`src/rtl/core/pcf_pkg.sv`:
```
`timescale 1ns / 1ps
// ----------------------------------------------------------------------------
// pcf_pkg
// shared types, constants and helpers of the packet checksum framer
// ----------------------------------------------------------------------------
package pcf_pkg;

	localparam int MAX_PACKET = 256;
	localparam int CAP = (MAX_PACKET - 1 > 255) ? 255 : (MAX_PACKET - 1);

	localparam logic [7:0] ERR_TYPE  = 8'h1c;
	localparam logic [7:0] ERR_BIZ   = 8'h11;
	localparam logic [7:0] STAR      = 8'h2a;
	localparam logic [7:0] MIN_LEN   = 8'd4;
	localparam logic [8:0] ERR_EXTRA = 9'd6;
	localparam logic [8:0] CAP_W     = 9'(CAP);

	// command queue between front and back
	localparam int CMDQ_DEPTH = 4;
	localparam int CMDQ_AW    = $clog2(CMDQ_DEPTH);
	localparam int CMDQ_CW    = $clog2(CMDQ_DEPTH + 1);

	// command kinds
	localparam int KIND_W = 3;
	localparam logic [KIND_W-1:0] KIND_MALF  = 3'd0;
	localparam logic [KIND_W-1:0] KIND_HDR_K = 3'd1;
	localparam logic [KIND_W-1:0] KIND_HDR_E = 3'd2;
	localparam logic [KIND_W-1:0] KIND_BODY  = 3'd3;
	localparam logic [KIND_W-1:0] KIND_END   = 3'd4;

	// word index within one command, error header is the longest at eight
	localparam int IDX_W = 3;

	typedef struct packed {
		logic [KIND_W-1:0] kind;
		logic [7:0]        data;   // type byte for headers, else the body byte or ERR_BIZ
		logic [7:0]        seq;
		logic [7:0]        total;  // length field as it goes out
		logic              err;    // packet is wrapped as an error report
	} cmd_t;

	function automatic logic type_known(input logic [7:0] t);
		return t == 8'h1f || t == 8'h10 || t == 8'h11 || t == 8'h12 ||
		       t == 8'h14 || t == 8'h17 || t == 8'hff;
	endfunction

endpackage

```
`src/rtl/core/pcf_front.sv`:
```
`timescale 1ns / 1ps
// ----------------------------------------------------------------------------
// pcf_front
// takes raw packet bytes, tracks the header, makes commands from byte 2 on
// ----------------------------------------------------------------------------
module pcf_front (
	input  logic           clk,
	input  logic           arst_n,
	input  logic           accept,
	input  logic [7:0]     in_byte,
	output logic           cmd_push,
	output pcf_pkg::cmd_t  cmd
);

	logic [7:0] pos_q;
	logic [7:0] len_q;
	logic [7:0] seq_q;
	logic [7:0] type_q;
	logic       err_q;
	logic       drop_q;

	logic [8:0] total;
	logic       at_end;

	assign total  = err_q ? ({1'b0, in_byte} + pcf_pkg::ERR_EXTRA) : {1'b0, in_byte};
	assign at_end = ({1'b0, pos_q} + 9'd1) >= {1'b0, len_q};

	always_comb begin
		cmd_push   = 1'b0;
		cmd.kind   = pcf_pkg::KIND_BODY;
		cmd.data   = in_byte;
		cmd.seq    = seq_q;
		cmd.total  = total[7:0];
		cmd.err    = err_q;
		if (accept && !drop_q && pos_q == 8'd2) begin
			cmd_push = 1'b1;
			cmd.data = type_q;
			if (in_byte < pcf_pkg::MIN_LEN || total > pcf_pkg::CAP_W) begin
				cmd.kind = pcf_pkg::KIND_MALF;
			end else begin
				cmd.kind = err_q ? pcf_pkg::KIND_HDR_E : pcf_pkg::KIND_HDR_K;
			end
		end else if (accept && !drop_q && pos_q > 8'd2) begin
			cmd_push = 1'b1;
			if (at_end) begin
				cmd.kind = pcf_pkg::KIND_END;
			end else if (err_q && pos_q == 8'd3) begin
				cmd.data = pcf_pkg::ERR_BIZ;
			end
		end
	end

	always_ff @(posedge clk or negedge arst_n) begin
		if (!arst_n) begin
			pos_q  <= '0;
			len_q  <= '0;
			seq_q  <= '0;
			type_q <= '0;
			err_q  <= 1'b0;
			drop_q <= 1'b0;
		end else if (accept) begin
			if (drop_q) begin
				if (at_end) begin
					pos_q  <= '0;
					drop_q <= 1'b0;
				end else begin
					pos_q <= pos_q + 8'd1;
				end
			end else if (pos_q == 8'd0) begin
				err_q  <= !pcf_pkg::type_known(in_byte);
				type_q <= in_byte;
				pos_q  <= 8'd1;
			end else if (pos_q == 8'd1) begin
				seq_q <= in_byte;
				pos_q <= 8'd2;
			end else if (pos_q == 8'd2) begin
				len_q <= in_byte;
				if (in_byte < pcf_pkg::MIN_LEN) begin
					pos_q <= '0;
				end else begin
					// too long: swallow the rest of the packet
					drop_q <= total > pcf_pkg::CAP_W;
					pos_q  <= 8'd3;
				end
			end else if (at_end) begin
				pos_q <= '0;
			end else begin
				pos_q <= pos_q + 8'd1;
			end
		end
	end

endmodule

```
`src/rtl/core/pcf_cmd_queue.sv`:
```
`timescale 1ns / 1ps
// ----------------------------------------------------------------------------
// pcf_cmd_queue
// small register queue of commands between front and back
// ----------------------------------------------------------------------------
module pcf_cmd_queue (
	input  logic           clk,
	input  logic           arst_n,
	input  logic           wr_en,
	input  pcf_pkg::cmd_t  wr_cmd,
	input  logic           rd_en,
	output pcf_pkg::cmd_t  rd_cmd,
	output logic           q_full,
	output logic           q_empty
);

	pcf_pkg::cmd_t                mem_q [pcf_pkg::CMDQ_DEPTH];
	logic [pcf_pkg::CMDQ_AW-1:0]  wr_ptr_q;
	logic [pcf_pkg::CMDQ_AW-1:0]  rd_ptr_q;
	logic [pcf_pkg::CMDQ_CW-1:0]  count_q;

	assign q_full  = count_q == pcf_pkg::CMDQ_CW'(pcf_pkg::CMDQ_DEPTH);
	assign q_empty = count_q == '0;
	assign rd_cmd  = mem_q[rd_ptr_q];

	always_ff @(posedge clk) begin
		if (wr_en) begin
			mem_q[wr_ptr_q] <= wr_cmd;
		end
	end

	always_ff @(posedge clk or negedge arst_n) begin
		if (!arst_n) begin
			wr_ptr_q <= '0;
			rd_ptr_q <= '0;
			count_q  <= '0;
		end else begin
			if (wr_en) begin
				wr_ptr_q <= wr_ptr_q + 1'b1;
			end
			if (rd_en) begin
				rd_ptr_q <= rd_ptr_q + 1'b1;
			end
			case ({wr_en, rd_en})
				2'b10:   count_q <= count_q + 1'b1;
				2'b01:   count_q <= count_q - 1'b1;
				default: count_q <= count_q;
			endcase
		end
	end

endmodule

```
`src/rtl/core/pcf_back.sv`:
```
`timescale 1ns / 1ps
// ----------------------------------------------------------------------------
// pcf_back
// expands commands into framed words and keeps the running checksum
// ----------------------------------------------------------------------------
module pcf_back (
	input  logic           clk,
	input  logic           arst_n,
	input  pcf_pkg::cmd_t  head,
	input  logic           head_v,
	output logic           head_pop,
	input  logic           pop,
	output logic           empty,
	output logic [7:0]     out_byte,
	output logic           out_last,
	output logic           wrapped,
	output logic           malformed
);

	logic [pcf_pkg::IDX_W-1:0] idx_q;
	logic [pcf_pkg::IDX_W-1:0] last_idx;
	logic [7:0]                sum_q;
	logic [7:0]                sum_base;
	logic [7:0]                word;
	logic                      word_last;
	logic                      word_bad;
	logic                      out_free;
	logic                      load;

	logic                      out_v_q;
	logic [7:0]                byte_q;
	logic                      last_q;
	logic                      wrap_q;
	logic                      bad_q;

	assign out_free = !out_v_q || pop;
	assign load     = head_v && out_free;
	assign head_pop = load && idx_q == last_idx;

	always_comb begin
		last_idx  = '0;
		word      = head.data;
		word_last = 1'b0;
		word_bad  = 1'b0;
		sum_base  = sum_q;
		case (head.kind)
			pcf_pkg::KIND_MALF: begin
				word     = 8'h00;
				word_bad = 1'b1;
			end
			pcf_pkg::KIND_HDR_K: begin
				last_idx = pcf_pkg::IDX_W'(2);
				if (idx_q == pcf_pkg::IDX_W'(0)) sum_base = 8'h00;
				case (idx_q)
					pcf_pkg::IDX_W'(0): word = head.data;
					pcf_pkg::IDX_W'(1): word = head.seq;
					default:            word = head.total;
				endcase
			end
			pcf_pkg::KIND_HDR_E: begin
				last_idx = pcf_pkg::IDX_W'(7);
				if (idx_q == pcf_pkg::IDX_W'(0)) sum_base = 8'h00;
				case (idx_q)
					pcf_pkg::IDX_W'(0): word = pcf_pkg::ERR_TYPE;
					pcf_pkg::IDX_W'(1): word = head.seq;
					pcf_pkg::IDX_W'(2): word = head.total;
					pcf_pkg::IDX_W'(3): word = pcf_pkg::ERR_BIZ;
					pcf_pkg::IDX_W'(4): word = pcf_pkg::STAR;
					pcf_pkg::IDX_W'(5): word = pcf_pkg::ERR_TYPE;
					pcf_pkg::IDX_W'(6): word = head.seq;
					default:            word = pcf_pkg::STAR;
				endcase
			end
			pcf_pkg::KIND_END: begin
				// error reports close with a star ahead of the checksum
				last_idx = head.err ? pcf_pkg::IDX_W'(1) : pcf_pkg::IDX_W'(0);
				if (head.err && idx_q == pcf_pkg::IDX_W'(0)) begin
					word = pcf_pkg::STAR;
				end else begin
					word      = sum_q;
					word_last = 1'b1;
				end
			end
			default: begin
				word = head.data;
			end
		endcase
	end

	always_ff @(posedge clk or negedge arst_n) begin
		if (!arst_n) begin
			idx_q   <= '0;
			sum_q   <= '0;
			out_v_q <= 1'b0;
		end else begin
			if (load) begin
				idx_q <= head_pop ? '0 : idx_q + 1'b1;
				if (!word_last && !word_bad) begin
					sum_q <= sum_base + word;
				end
				out_v_q <= 1'b1;
			end else if (pop) begin
				out_v_q <= 1'b0;
			end
		end
	end

	always_ff @(posedge clk) begin
		if (load) begin
			byte_q <= word;
			last_q <= word_last;
			wrap_q <= head.err;
			bad_q  <= word_bad;
		end
	end

	assign empty     = !out_v_q;
	assign out_byte  = byte_q;
	assign out_last  = last_q;
	assign wrapped   = wrap_q;
	assign malformed = bad_q;

	a_idx_idle: assert property (@(posedge clk) disable iff (!arst_n)
		!head_v |-> idx_q == '0)
		else $error("word index moved without a command");

	a_pop_has_head: assert property (@(posedge clk) disable iff (!arst_n)
		head_pop |-> head_v && out_free)
		else $error("command retired without being worked");

	a_last_not_bad: assert property (@(posedge clk) disable iff (!arst_n)
		out_v_q && last_q |-> !bad_q)
		else $error("malformed word marked as last");

	a_idx_bound: assert property (@(posedge clk) disable iff (!arst_n)
		head_v |-> idx_q <= last_idx)
		else $error("word index past end of command");

endmodule

```
`src/rtl/core/packet_checksum_framer_top.sv`:
```
`timescale 1ns / 1ps
// ----------------------------------------------------------------------------
// packet_checksum_framer_top
// frames outgoing packets and appends or wraps them with an additive checksum
// ----------------------------------------------------------------------------
// usage:
//   input side is a queue write port: in_byte is taken at a clock edge with
//   push high and full low, one raw packet byte per word, type first.
//   output side is a queue read port: while empty is low the oldest framed
//   word sits on out_byte/out_last/wrapped/malformed; pop takes it.
//   header bytes 0 and 1 produce nothing; byte 2 produces the header words
//   (three for a known type, eight for an error report, or one malformed
//   word); each body byte produces one word; the final byte produces the
//   checksum word (preceded by a star for error reports).
//   the command for a byte is written into the command queue as the byte is
//   taken; its words then move from the queue head into the output register.
//   throughput: one input word per cycle while the command queue has room,
//   one output word per cycle from the expansion unit while pop frees the
//   output register; the headers and the error close are bursts, soaked up
//   by the four-entry command queue. a stalled reader fills the output
//   register, then the command queue, then raises full; nothing is lost.
//   reset clears the parser, the queue and the output register; the first
//   word after reset is taken as a packet type.
// ----------------------------------------------------------------------------
module packet_checksum_framer_top (
	input  logic       clk,
	input  logic       arst_n,
	input  logic       push,
	output logic       full,
	input  logic [7:0] in_byte,
	output logic       empty,
	input  logic       pop,
	output logic [7:0] out_byte,
	output logic       out_last,
	output logic       wrapped,
	output logic       malformed
);

	// input handshake
	logic          accept;

	// front to queue
	logic          cmd_push;
	pcf_pkg::cmd_t cmd;

	// queue to back
	pcf_pkg::cmd_t head;
	logic          head_pop;
	logic          q_empty;

	assign accept = push && !full;

	// parser: header tracking, length checks, drop of oversized packets
	pcf_front u_front (
		.clk      (clk),
		.arst_n   (arst_n),
		.accept   (accept),
		.in_byte  (in_byte),
		.cmd_push (cmd_push),
		.cmd      (cmd)
	);

	// decoupling queue, its fill sets full
	pcf_cmd_queue u_cmdq (
		.clk     (clk),
		.arst_n  (arst_n),
		.wr_en   (cmd_push),
		.wr_cmd  (cmd),
		.rd_en   (head_pop),
		.rd_cmd  (head),
		.q_full  (full),
		.q_empty (q_empty)
	);

	// word expansion, checksum and output register
	pcf_back u_back (
		.clk       (clk),
		.arst_n    (arst_n),
		.head      (head),
		.head_v    (!q_empty),
		.head_pop  (head_pop),
		.pop       (pop),
		.empty     (empty),
		.out_byte  (out_byte),
		.out_last  (out_last),
		.wrapped   (wrapped),
		.malformed (malformed)
	);

endmodule
```
`config.mk`:
```
export PLATFORM = sky130hd
export DESIGN_NAME = packet_checksum_framer_top
export DESIGN_NICKNAME = d
export VERILOG_FILES = /design/src/rtl/core/pcf_pkg.sv /design/src/rtl/core/pcf_front.sv /design/src/rtl/core/pcf_cmd_queue.sv /design/src/rtl/core/pcf_back.sv /design/src/rtl/core/packet_checksum_framer_top.sv
export SDC_FILE = /design/constraint.sdc
export NUM_CORES = 1
export LEC_CHECK = 0
export ABC_AREA = 1
export BUFFER_PORTS_ARGS = -buffer_cell sky130_fd_sc_hd__buf_2
export CORE_AREA = 2 2 138 140
export DETAILED_ROUTE_END_ITERATION = 16
export DIE_AREA = 0 0 140 142
export GPL_TIMING_DRIVEN = 0
export PLACE_DENSITY = 0.73
export REMOVE_ABC_BUFFERS = 1
export SYNTH_ARGS = -nofsm -noshare
export SYNTH_HDL_FRONTEND = slang
export SYNTH_HIERARCHICAL = 1
export SYNTH_SLANG_ARGS = --single-unit
```
`constraint.sdc`:
```
create_clock -name clk -period 6.9 [get_ports clk]
set_input_delay 0.345 -clock clk [delete_from_list [all_inputs] [get_ports clk]]
set_output_delay 0.345 -clock clk [all_outputs]
set_load 0.01 [all_outputs]
```
==> results.py <==
metrics = {
    "drt": {
        "via_count": 6276,
        "route.detailed.drc": 2,
        "ant_nets": 0,
        "first_pass_iters": 11,
        "viasPerCell": 5.27,
        "wl_per_cell_um": 15.2,
        "wl_um": 18100,
        "drtIter0Drc": 501,
    },
    "power_and_ir_drop": {
        "switching_power_mw": 2.35,
        "pwr-share-comb": 0.478,
        "vdd_drop_max_mv": 0.239,
        "power_frac_clock": 0.177,
        "p_int_mw": 3.03,
        "p_seq_frac": 0.345,
        "p_leak_nw": 4.44,
        "p_sw_frac": 0.437,
        "power_density_nw_per_um2": 542,
    },
    "clocking": {
        "cts_tree": "done",
        "post_cts_buffers": 0,
        "clockBufferDepth": 2,
        "h-tree-depth": 4,
        "postCtsResizedCells": 0,
        "root_buffer": "clkbuf_16",
        "ctsHoldBuffers": 0,
        "worstSkewPairLatency_ps": 430,
        "numCtsBuffers": 17,
        "cts_sinks": 176,
        "clkTransAtPathRegs_ps": 70,
    },
    "global_route": {
        "grt_pass1_vias": 5935,
        "grt_util_all_layers": 0.194,
        "grt_pass1_wl_um": 29900,
        "overflow": 0,
        "antenna_found_initial": 0,
        "grt_max_degree": 59,
    },
    "yosys": {
        "yosysTopAreaCellShare": 0.405,
        "synth_seq_cells": 176,
        "syn_avg_cell_area_sq_um": 9.85,
        "synthFlopType": "edfxtp_1",
        "yosys.area.top_type": "edfxtp_1",
        "netlist_instances": 925,
        "ys_top_cells_by_count": "nand2_1 (244), inv_1 (145), edfxtp_1 (123), dfrtp_1 (53), o211ai_1 (49)",
        "synth_most_common_cell": "nand2_1",
        "netlist_area_sq_um": 9110,
        "synth-async-reset-ratio": 0.301,
        "yosysWarnings": 6,
        "synth_edf_count": 123,
        "seq_area_frac_synth": 0.551,
        "synth.area.top_cells": "edfxtp_1 (41%), dfrtp_1 (15%), nand2_1 (10%)",
        "ys_types": 45,
    },
    "sta": {
        "whs_ps": -30.0,
        "fin_crit_ps": 4960,
        "finalSetupTns_ps": 0,
        "setup_viol": 0,
        "max_slew.worst_pin.slew_ps": 1340,
        "relSlewSlack": 0.102,
        "grt_setup_unrepaired": "no",
        "slew_violations": 0,
        "fin_crit_sh": 0.719,
        "max_freq_ghz": 0.201,
        "fin_skew_ps": 8.20,
        "timing.final.hold_violations": 18,
    },
    "floorplan": {
        "die_w_um": 140,
        "fp-row-count": 50,
        "core_sq_um": 18500,
        "fp.dieArea_sq_um": 19900,
        "start_util": 0.494,
        "io_pins": 25,
        "die_h_um": 142,
    },
    "placement": {
        "place_congestion": 0.923,
        "hpwlAfterDp_um": 12500,
        "postPlaceCellArea_sq_um": 9340,
        "io_buffers": 24,
    },
    "final_layout": {
        "diodes": 0,
        "area_growth_pct": 8.99,
        "stdcell_area_sq_um": 9930,
        "fin_nets": 989,
        "drive_gt1_frac": 0.118,
    },
    "worst_setup_path": {
        "cp.arrival_ps": 5310,
        "critPathMaxFanout": 29,
        "cp-end-kind": "flop",
        "startpoint_type": "flop",
        "required_ps": 7250,
        "r2r_start": "u_cmdq/rd_ptr_q[1]",
        "crit_start": "u_cmdq/rd_ptr_q[1]",
        "criticalPathCategory": "reg -> reg",
    },
    "run": {
        "maxCapViolations": 0,
    },
    "status": {
        "violations": "design-rule violations, negative hold slack",
        "status": "complete, but fails checks",
    },
    "worst_hold_path": {
        "hold_path_class": "in -> async",
    },
}
[worst paths after layout]
kind,slack (ps),cells past startpoint,end
worst max register to register,1940,19,u_back/sum_q[6]
worst min register to register,490,2,u_front/type_q[2]
min in group clk,170,3,u_back/out_v_q
worst min-delay path,-30,1,u_back/sum_q[4]
max in group asynchronous,6380,1,u_cmdq/rd_ptr_q[0]
worst max-delay path,1940,19,u_back/sum_q[6]
[layer usage]
| metal | global-route usage | part of all wire | wire length (um) | vias to the layer above |
|---|---|---|---|---|
| met1 | 0.249 | 0.44 | 7870 | 2942 |
| met4 | 0.0590 | 0.015 | 267 | 0 |
| met2 | 0.333 | 0.50 | 9020 | 193 |
| met5 | 0 | 0 | 0 | - |
| met3 | 0.0397 | 0.051 | 923 | 27 |
| li1 | - | - | - | 3114 |
[registers in the layout (all words and copies together) (netlist names), 2 cells and up]
| signal | cells |
|---|---|
| u_cmdq/wr_ptr_q | 2 |
| u_front/pos_q | 8 |
| u_cmdq/rd_ptr_q | 2 |
| u_front/type_q | 8 |
| u_back/idx_q | 3 |
| u_front/seq_q | 8 |
| u_back/sum_q | 8 |
| u_cmdq/mem_q | 112 |
| u_back/out_byte | 8 |
| u_front/len_q | 8 |
| u_cmdq/count_q | 3 |
[power groups by stage]
stage / clock network [mW] / logic, mW / registers [mW]
2_1_floorplan: 0 / 1.91 / 1.85
5_1_grt: 1.02 / 2.92 / 1.90
6_report: 0.954 / 2.57 / 1.85
4_1_cts: 0.973 / 2.58 / 1.85
3_3_place_gp: 0 / 2.45 / 1.90
3_5_place_dp: 0 / 2.56 / 1.88
[through the flow]
| step | utilization | cells | power, mW | setup slack, ps |
|---|---|---|---|---|
| 6_report | 0.538 | 1190 | 5.38 | 1940 |
| 3_5_place_dp | 0.506 | 1158 | 4.44 | 1910 |
| 2_1_floorplan | - | 899 | 3.76 | 2250 |
| 5_1_grt | 0.538 | 1190 | 5.84 | 1490 |
| 3_3_place_gp | 0.505 | 1157 | 4.35 | 1290 |
| 4_1_cts | 0.538 | 1190 | 5.40 | 1890 |
[placed cells by master, fill, tap and decap left out, types with 11 or more instances in the layout]
cell / netlist / layout
dfrtp_1: 53 / 52
nand3_1: 30 / 30
a21oi_1: 29 / 29
inv_2: 11 / 11
nand2_1: 244 / 244
inv_1: 145 / 145
edfxtp_1: 123 / 123
clkbuf_16: 0 / 17
xor2_1: 18 / 18
nor2_1: 28 / 28
o211ai_1: 49 / 49
ha_1: 32 / 32
o21ai_0: 47 / 47
buf_2: 8 / 23
[cell families (layout without fill, tap and decap cells)]
kind of cell / count (synthesis) / in the layout / share of synthesized area
AOI/OAI and AO/OA: 163 / 163 / 0.116
xor gates and xnor gates: 20 / 20 / 0.0192
adders and majority gates: 34 / 34 / 0.0483
buffers and inverters: 186 / 217 / 0.0899
DFF: 176 / 176 / 0.551
and+or+nand+nor: 346 / 346 / 0.176
[final cells by class]
type                    count  area, sq um
well taps                 234          293
inverters                 160          611
flip-flops and latches    176         5020
multi-input cells         563         3270
clock inverters            12          153
repair buffers             25          143
fillers                  1557         8520
clock buffers              20          437
[critical path: stages (launching register included)]
cell      delay (ps)
dfrtp_1         1080
inv_1            890
o211ai_1         320
nand2_1          250
nor2_4           270
nand2_4          110
nor2_4           230
a21oi_1          100
nand2_1           70
o22ai_1           60
inv_1             80
ha_1             180
inv_1             60
fa_1             400
o21ai_0          250
nand2_1          110
nand2_1           80
a21oi_1           70
xor2_1           150
o21ai_1          120
Power figures use the tool's default switching activity.
